File: config.mk
export PLATFORM = sky130hd
export DESIGN_NAME = encoder_axis_position_drive_unit
export DESIGN_NICKNAME = d
export VERILOG_FILES = /design/src/sv/epd_pkg.sv /design/src/sv/encoder_axis_position_drive_unit.sv /design/src/sv/epd_core.sv /design/src/sv/epd_out_reg.sv
export SDC_FILE = /design/constraint.sdc
export NUM_CORES = 1
export LEC_CHECK = 0
export BUFFER_PORTS_ARGS = -buffer_cell sky130_fd_sc_hd__buf_2
export CAP_MARGIN = 20
export CELL_PAD_IN_SITES_DETAIL_PLACEMENT = 0
export CELL_PAD_IN_SITES_GLOBAL_PLACEMENT = 1
export CORE_UTILIZATION = 40
export CTS_BUF_LIST = sky130_fd_sc_hd__clkbuf_8
export DETAILED_ROUTE_END_ITERATION = 10
export HOLD_SLACK_MARGIN = 0.06
export PLACE_DENSITY = 0.85
export SKIP_LAST_GASP = 1
export SLEW_MARGIN = 20
export SYNTH_ARGS = -nofsm -noshare
export SYNTH_HDL_FRONTEND = slang
export SYNTH_SLANG_ARGS = --single-unit
File: constraint.sdc
create_clock -name clk_i -period 7.6 [get_ports clk_i]
set_input_delay 1.14 -clock clk_i [delete_from_list [all_inputs] [get_ports clk_i]]
set_output_delay 1.14 -clock clk_i [all_outputs]
set_load 0.01 [all_outputs]
File: src/sv/epd_pkg.sv
// ---------------------------------------------------------------------------
// Encoder axis position drive package
// Shared codes, widths and item types for the axis position drive unit.
// ---------------------------------------------------------------------------
package epd_pkg;

  localparam int unsigned PosW   = 16;
  localparam int unsigned LevelW = 7;

  // Input operation selector
  typedef enum logic [1:0] {
    FUNC_SENSOR = 2'd0,
    FUNC_TARGET = 2'd1,
    FUNC_INIT   = 2'd2
  } func_e;

  // Direction of travel
  typedef enum logic [1:0] {
    DIR_IDLE  = 2'd0,
    DIR_LEFT  = 2'd1,
    DIR_RIGHT = 2'd2
  } dir_e;

  // Latched bound fault
  typedef enum logic [1:0] {
    FAULT_NONE  = 2'd0,
    FAULT_BELOW = 2'd1,
    FAULT_ABOVE = 2'd2
  } fault_e;

  // Configuration register indexes
  typedef enum logic {
    REG_LOWER = 1'b0,
    REG_UPPER = 1'b1
  } reg_e;

  localparam logic signed [PosW-1:0] LowerBoundRst = -16'sd4000;
  localparam logic signed [PosW-1:0] UpperBoundRst = 16'sd4000;

  // Drive levels by distance to target
  localparam logic [LevelW-1:0] LevelNear = 7'd75;
  localparam logic [LevelW-1:0] LevelMid  = 7'd80;
  localparam logic [LevelW-1:0] LevelFar  = 7'd90;
  localparam logic [LevelW-1:0] LevelMax  = 7'd100;
  localparam logic [LevelW-1:0] LevelOff  = 7'd0;

  localparam logic [PosW:0] DistNear = 17'd10;
  localparam logic [PosW:0] DistMid  = 17'd25;
  localparam logic [PosW:0] DistFar  = 17'd100;

  typedef struct packed {
    func_e                   func;
    logic [1:0]              sensor_code;
    logic signed [PosW-1:0]  value;
  } item_t;

  typedef struct packed {
    fault_e                  fault;
    dir_e                    moving;
    logic signed [PosW-1:0]  position;
    logic [LevelW-1:0]       drive_right;
    logic [LevelW-1:0]       drive_left;
  } result_t;

endpackage

File: src/sv/encoder_axis_position_drive_unit.sv
// ---------------------------------------------------------------------------
// Encoder axis position drive unit
// Quadrature-tracked DC-motor axis with bound faults and distance-based drive.
// ---------------------------------------------------------------------------
// Path: an input transfer is captured in the input register; its result moves
//   to the result register once that is free, then waits there to transfer.
// Throughput: one item per cycle without stalls; a single pass of state logic.
// Reset: rst_ni clears the axis state, drops both valid flags and restores
//   the bounds to -4000 and 4000.
module encoder_axis_position_drive_unit import epd_pkg::*; (
  input  logic        clk_i,
  input  logic        rst_ni,
  // Configuration write port
  input  logic        cfg_we_i,
  input  logic        cfg_idx_i,
  input  logic [15:0] cfg_wdata_i,
  // Input stream
  input  logic        s_axis_tvalid,
  output logic        s_axis_tready,
  input  logic [23:0] s_axis_tdata,   // [1:0] sensor_code, [17:2] value
  input  logic [1:0]  s_axis_tuser,   // [1:0] func
  // Result stream
  output logic        m_axis_tvalid,
  input  logic        m_axis_tready,
  output logic [39:0] m_axis_tdata    // [6:0] drive_left, [13:7] drive_right,
                                      // [29:14] position, [31:30] moving,
                                      // [33:32] fault
);

  logic signed [PosW-1:0] lower_q, upper_q;
  logic                   in_valid_q, in_valid_d;
  item_t                  in_item_q;
  logic                   s_xfer, advance, out_ready;
  result_t                core_res, out_res;

  // Bound registers
  always_ff @(posedge clk_i or negedge rst_ni) begin
    if (!rst_ni) begin
      lower_q <= LowerBoundRst;
      upper_q <= UpperBoundRst;
    end else if (cfg_we_i) begin
      unique case (reg_e'(cfg_idx_i))
        REG_LOWER: lower_q <= cfg_wdata_i;
        REG_UPPER: upper_q <= cfg_wdata_i;
        default: begin
        end
      endcase
    end
  end

  // Input register handshake
  assign advance       = in_valid_q && out_ready;
  assign s_axis_tready = !in_valid_q || advance;
  assign s_xfer        = s_axis_tvalid && s_axis_tready;

  always_comb begin
    in_valid_d = in_valid_q;
    if (s_xfer) begin
      in_valid_d = 1'b1;
    end else if (advance) begin
      in_valid_d = 1'b0;
    end
  end

  always_ff @(posedge clk_i or negedge rst_ni) begin
    if (!rst_ni) begin
      in_valid_q <= 1'b0;
    end else begin
      in_valid_q <= in_valid_d;
    end
  end

  // Capture input payload
  always_ff @(posedge clk_i) begin
    if (s_xfer) begin
      in_item_q <= '{func: func_e'(s_axis_tuser), sensor_code: s_axis_tdata[1:0],
                     value: s_axis_tdata[17:2]};
    end
  end

  epd_core u_core (
    .clk_i    (clk_i),
    .rst_ni   (rst_ni),
    .en_i     (advance),
    .item_i   (in_item_q),
    .lower_i  (lower_q),
    .upper_i  (upper_q),
    .result_o (core_res)
  );

  epd_out_reg u_out (
    .clk_i    (clk_i),
    .rst_ni   (rst_ni),
    .load_i   (advance),
    .result_i (core_res),
    .ready_o  (out_ready),
    .valid_o  (m_axis_tvalid),
    .taken_i  (m_axis_tready),
    .result_o (out_res)
  );

  // Pack result fields, drive_left in the lowest bits
  assign m_axis_tdata = {6'd0, out_res.fault, out_res.moving, out_res.position,
                         out_res.drive_right, out_res.drive_left};

endmodule

File: src/sv/epd_core.sv
// ---------------------------------------------------------------------------
// Axis position drive core
// Holds the axis state and computes next state, one item per cycle with en_i.
// ---------------------------------------------------------------------------
module epd_core import epd_pkg::*; (
  input  logic                   clk_i,
  input  logic                   rst_ni,
  input  logic                   en_i,
  input  item_t                  item_i,
  input  logic signed [PosW-1:0] lower_i,
  input  logic signed [PosW-1:0] upper_i,
  output result_t                result_o
);

  typedef struct packed {
    dir_e              dir;
    logic [LevelW-1:0] left;
    logic [LevelW-1:0] right;
  } drive_t;

  // Pick drive level from distance and settle direction
  function automatic drive_t drive_update(dir_e dir, logic signed [PosW-1:0] pos,
                                          logic signed [PosW-1:0] goal);
    logic signed [PosW:0] diff;
    logic [PosW:0]        mag;
    logic [LevelW-1:0]    level;
    drive_t               res;
    diff = {goal[PosW-1], goal} - {pos[PosW-1], pos};
    mag  = diff[PosW] ? 17'(-diff) : 17'(diff);
    if (mag < DistNear) begin
      level = LevelNear;
    end else if (mag < DistMid) begin
      level = LevelMid;
    end else if (mag < DistFar) begin
      level = LevelFar;
    end else begin
      level = LevelMax;
    end
    if (dir == DIR_LEFT && pos > goal) begin
      res = '{dir: DIR_LEFT, left: level, right: LevelOff};
    end else if (dir == DIR_RIGHT && pos < goal) begin
      res = '{dir: DIR_RIGHT, left: LevelOff, right: level};
    end else begin
      res = '{dir: DIR_IDLE, left: LevelOff, right: LevelOff};
    end
    return res;
  endfunction

  logic [1:0]             last_code_q, last_code_d;
  logic signed [PosW-1:0] track_q, track_d;
  logic signed [PosW-1:0] goal_q, goal_d;
  dir_e                   dir_q, dir_d;
  logic [LevelW-1:0]      left_q, left_d;
  logic [LevelW-1:0]      right_q, right_d;
  fault_e                 fault_q, fault_d;

  logic [1:0]             delta;
  logic signed [PosW:0]   step_pos;
  logic signed [PosW-1:0] sat_pos;
  logic signed [PosW:0]   lo_ext, hi_ext;
  logic                   below, above;
  dir_e                   tgt_dir;
  drive_t                 sns_drv, tgt_drv;

  // Step position and check bounds at full precision
  assign delta    = item_i.sensor_code - last_code_q;
  assign step_pos = {track_q[PosW-1], track_q} + ((delta == 2'd1) ? 17'sd1 : -17'sd1);
  assign sat_pos  = (step_pos[PosW] != step_pos[PosW-1])
                    ? {step_pos[PosW], {(PosW-1){~step_pos[PosW]}}}
                    : step_pos[PosW-1:0];
  assign lo_ext   = {lower_i[PosW-1], lower_i};
  assign hi_ext   = {upper_i[PosW-1], upper_i};
  assign below    = step_pos < lo_ext;
  assign above    = step_pos > hi_ext;

  assign tgt_dir  = (track_q > item_i.value) ? DIR_LEFT :
                    (track_q < item_i.value) ? DIR_RIGHT : DIR_IDLE;
  assign sns_drv  = drive_update(dir_q, sat_pos, goal_q);
  assign tgt_drv  = drive_update(tgt_dir, track_q, item_i.value);

  // Next state for the item at hand; a latched fault freezes everything
  always_comb begin
    last_code_d = last_code_q;
    track_d     = track_q;
    goal_d      = goal_q;
    dir_d       = dir_q;
    left_d      = left_q;
    right_d     = right_q;
    fault_d     = fault_q;
    if (fault_q == FAULT_NONE) begin
      unique case (item_i.func)
        FUNC_SENSOR: begin
          track_d = sat_pos;
          if (below || above) begin
            fault_d = below ? FAULT_BELOW : FAULT_ABOVE;
            dir_d   = DIR_IDLE;
            left_d  = LevelOff;
            right_d = LevelOff;
          end else begin
            dir_d       = sns_drv.dir;
            left_d      = sns_drv.left;
            right_d     = sns_drv.right;
            last_code_d = item_i.sensor_code;
          end
        end
        FUNC_TARGET: begin
          goal_d  = item_i.value;
          dir_d   = tgt_drv.dir;
          left_d  = tgt_drv.left;
          right_d = tgt_drv.right;
        end
        FUNC_INIT: begin
          track_d = item_i.value;
        end
        default: begin
        end
      endcase
    end
  end

  // Commit state on each advancing item
  always_ff @(posedge clk_i or negedge rst_ni) begin
    if (!rst_ni) begin
      last_code_q <= 2'd0;
      track_q     <= '0;
      goal_q      <= '0;
      dir_q       <= DIR_IDLE;
      left_q      <= LevelOff;
      right_q     <= LevelOff;
      fault_q     <= FAULT_NONE;
    end else if (en_i) begin
      last_code_q <= last_code_d;
      track_q     <= track_d;
      goal_q      <= goal_d;
      dir_q       <= dir_d;
      left_q      <= left_d;
      right_q     <= right_d;
      fault_q     <= fault_d;
    end
  end

  assign result_o = '{fault: fault_d, moving: dir_d, position: track_d,
                      drive_right: right_d, drive_left: left_d};

endmodule

File: src/sv/epd_out_reg.sv
// ---------------------------------------------------------------------------
// Axis position drive result register
// Holds one result until the downstream side takes the transfer.
// ---------------------------------------------------------------------------
module epd_out_reg import epd_pkg::*; (
  input  logic    clk_i,
  input  logic    rst_ni,
  input  logic    load_i,
  input  result_t result_i,
  output logic    ready_o,
  output logic    valid_o,
  input  logic    taken_i,
  output result_t result_o
);

  logic    valid_q, valid_d;
  result_t result_q;

  // Free when empty or when the held result leaves this cycle
  assign ready_o = !valid_q || taken_i;

  always_comb begin
    valid_d = valid_q;
    if (load_i) begin
      valid_d = 1'b1;
    end else if (taken_i) begin
      valid_d = 1'b0;
    end
  end

  always_ff @(posedge clk_i or negedge rst_ni) begin
    if (!rst_ni) begin
      valid_q <= 1'b0;
    end else begin
      valid_q <= valid_d;
    end
  end

  // Capture payload on load
  always_ff @(posedge clk_i) begin
    if (load_i) begin
      result_q <= result_i;
    end
  end

  assign valid_o  = valid_q;
  assign result_o = result_q;

endmodule

==> run_results.csv <==
group,metric,value,unit
die,ios,90,
yosys,synth_edf_count,54,
critical_path,cpMostUsedCell,"ha_1",
detailed_routing,postRouteAntennaNets,0,
placed_design,place.gp.congestion,0.903,
timing,setup_viol,0,
global_route,grtUsageMet2,34.6,%
clock_network,cts-hold-fix-buffers,0,
final_layout,antenna_cells,0,
yosys,synth.area.mux_share,4.44,%
global_route,met3_usage,3.31,%
critical_path,crit-reg2reg-launch,"in_item_q[16]$_DFFE_PP_",
critical_path,worstPathArrival,7620,ps
yosys,yosysWarnings,0,
die,rows,60,
critical_path,critPathMaxStageDelay,540,ps
critical_path,crit_start,"in_item_q[16]$_DFFE_PP_",
clock_network,h-tree-depth,4,
global_route,grt.busiest_layer,"met2",
job,maxCapViolCount,0,
clock_network,cts_max_path_buffers,2,
critical_path,crit_path_end,"u_out.result_o[4]$_DFFE_PP_",
global_route,grt_pass1_vias,9243,
yosys,synth_top_cells_by_count,"nand2_1 (127), nor2_1 (104), inv_1 (88), ha_1 (86), a21oi_1 (82)",
detailed_routing,drt_wl_total,30700,um
timing,relSlewSlack,26.4,%
yosys,synth_top_area_cell,"dfrtp_1",
yosys,synth_xor_area_share,3.00,%
yosys,yosys.area_share.adder,10.6,%
yosys,synth_cell_type_count,91,
global_route,overflow,0,
detailed_routing,drtPass1Iterations,6,
critical_path,worst-setup-path-type,"flip-flop to flip-flop",
timing,slew_viol_final,0,
critical_path,r2r_end,"u_out.result_o[4]$_DFFE_PP_",
yosys,ys_seq_elements,140,
final_layout,areaGrowthSynthToFinish,11.2,%
yosys,async_reset_ff_share,61.4,%
critical_path,cp_max_fo,11,
final_layout,drive_gt1_share,16.6,%
critical_path,path_delay_family,"compound AO/OA/AOI/OAI gates",
yosys,synth_flop_cell,"dfrtp_1",
detailed_routing,viasPerCell,5.82,
global_route,grt_pass1_wl,49200,um
placed_design,io_buffers,77,
global_route,grt_max_degree,62,
timing,max_freq,137,MHz
critical_path,worst-path-buf-inv,4,
critical_path,critPathRequiredTime,7900,ps
timing,fin_crit_sh,96.3,%
critical_path,reg2reg_depth,28,
yosys,netlist_top_cells_area,"dfrtp_1 (17%), edfxtp_1 (15%), ha_1 (9.7%)",
global_route,antenna_found_initial,0,
critical_path,rrSetupSlack,280,ps
critical_path,crit_path_end_kind,"flip-flop",
global_route,gr-usage-met1,30.6,%
timing,fin_crit,7320,ps
critical_path,crit_cells,28,
final_layout,multi_input_area,6780,um2
yosys,avgSynthCellArea,8.71,um2
clock_network,cts_tree,"built",
yosys,synthCells,1270,
die,die_x,168,um
detailed_routing,dr.first_iter.drc_count,886,
final_layout,fill_cells,2653,
yosys,netlist.area_leader.share,16.7,%
yosys,synth_top_family_by_area,"compound AO/OA/AOI/OAI gates",
die,core_area,27000,um2
yosys,synth_compound_area_share,23.5,%
final_layout,layout.nets,1476,
critical_path,start_kind,"flip-flop",
clock_network,clkSinkCount,140,
clock_network,cts_buffers,17,
global_route,grt.total_usage,22.1,%
timing,rsz0062_at_grt,"no",
final_layout,ff_latch_area,3790,um2
detailed_routing,post-route-drc-count,0,
detailed_routing,routed-via-count,9850,
critical_path,crit_slowest_cell,"or4_1",
clock_network,cts_root_buffer,"clkbuf_8",
timing,worst_pin_slew,1090,ps
die,dieArea,28300,um2
yosys,syn_area,11100,um2
timing,hold_slack,505,ps
detailed_routing,wl_per_cell,18.1,um
die,die_h,168,um
min_path,min_path_type,"flip-flop to flip-flop",
timing,finalHoldViolations,0,
timing,setup_tns,0,ps
clock_network,clk_pin_slew,100,ps
timing,skew,22.3,ps
yosys,synthSimpleGateAreaFrac,19.0,%
yosys,ys_seq_area_share,34.3,%
yosys,synth_most_common_cell,"nand2_1",
placed_design,place.detailed.hpwl,23400,um
outcome,status,"complete, no violations",
die,start_util,40.9,%
clock_network,worst_skew_pair.late_latency,470,ps
worst min-delay path by stage:
stage / slack (ps) / startpoint / depth (start not counted) / to
after floorplan: 450 / u_core.goal_q[0]$_DFFE_PN0P_ / 2 / u_core.goal_q[0]$_DFFE_PN0P_
after CTS: 510 / u_core.right_q[6]$_DFFE_PN0P_ / 1 / u_core.right_q[6]$_DFFE_PN0P_
final: 510 / u_core.goal_q[0]$_DFFE_PN0P_ / 2 / u_core.goal_q[0]$_DFFE_PN0P_
after detailed placement: 480 / u_core.goal_q[10]$_DFFE_PN0P_ / 2 / u_core.goal_q[10]$_DFFE_PN0P_
after global placement: 460 / u_core.goal_q[0]$_DFFE_PN0P_ / 2 / u_core.goal_q[0]$_DFFE_PN0P_
after global routing: 520 / u_core.left_q[6]$_DFFE_PN0P_ / 2 / u_core.left_q[6]$_DFFE_PN0P_
what timing repair did:
item	4_1_cts	5_1_grt
resized for setup	0	11
endpoints found under the setup margin	0	24
buffers inserted	0	1
routing by layer:
| metal | vias to the layer above | part of all wire [%] |
|---|---|---|
| li1 | 4832 | - |
| met1 | 4678 | 47 |
| met2 | 282 | 45 |
| met3 | 58 | 4.6 |
| met4 | 0 | 3.0 |
| met5 | - | 0 |
cells by family (layout without fill, tap and decap cells):
kind of cell,after synthesis,in the layout
AOI/OAI and AO/OA,383,383
xor gates and xnor gates,37,37
adders and majority gates,93,93
buffers and inverters,144,221
DFF,140,140
muxes,44,44
other,1,6
and+or+nand+nor,428,428
worst min-delay path, stage by stage (launching register included):
cell	delay, ps
dfrtp_1	360
nand2_1	50
o21ai_0	70
stage by stage:
stage / util, % / worst slack [ps] / cell area [um2] / std cells
floorplan: - / 542 / 11100 / 1275
global placement: 43.8 / 198 / 11800 / 1660
detailed placement: 43.8 / 184 / 11800 / 1660
CTS: 45.3 / 182 / 12200 / 1692
global route: 45.5 / 16.1 / 12300 / 1693
finish: 45.5 / 281 / 12300 / 1693
flip-flops by register name (all words and copies together) (netlist names):
signal,cells
u_core.track_q,16
u_core.fault_q,2
u_core.dir_q,2
upper_q,16
in_item_q,20
u_core.last_code_q,2
in_valid_q,1
u_core.right_q,7
u_out.result_o,34
u_out.valid_o,1
lower_q,16
u_core.goal_q,16
u_core.left_q,7
layout make-up:
cell class	count	area share [%]
sequential	140	30.8
inverter	88	2.69
clock inverter	15	1.41
timing repair buffer	101	4.62
tap	341	3.47
clock buffer	17	1.90
multi-input combinational	991	55.1
cells in the final DEF (no fill, tap or decap), types with 7 or more instances in the layout:
cell	synthesis	final
nand2_1	127	127
nor2_1	104	104
inv_1	88	88
ha_1	86	86
a21oi_1	82	81
buf_2	4	76
o21ai_0	76	74
dfrtp_1	74	74
edfxtp_1	54	54
mux2_2	36	36
o211ai_1	35	35
a21o_1	34	34
nor3_1	31	29
buf_4	7	25
nand3_1	25	24
a31oi_1	21	21
nand4_1	21	21
nand2b_1	19	19
xnor2_1	19	19
o21a_1	18	18
xor2_1	17	17
clkbuf_8	0	17
nor4_1	16	16
or3_1	15	15
dfstp_2	12	12
a211oi_1	13	11
nor2b_1	12	11
and3_1	12	11
o31ai_1	10	10
and2_1	9	9
or2_2	8	8
mux2i_1	7	7
Power is left out: the tool's default activity adds up to more than one toggle a clock period on the data nets, which glitch-free logic cannot reach.
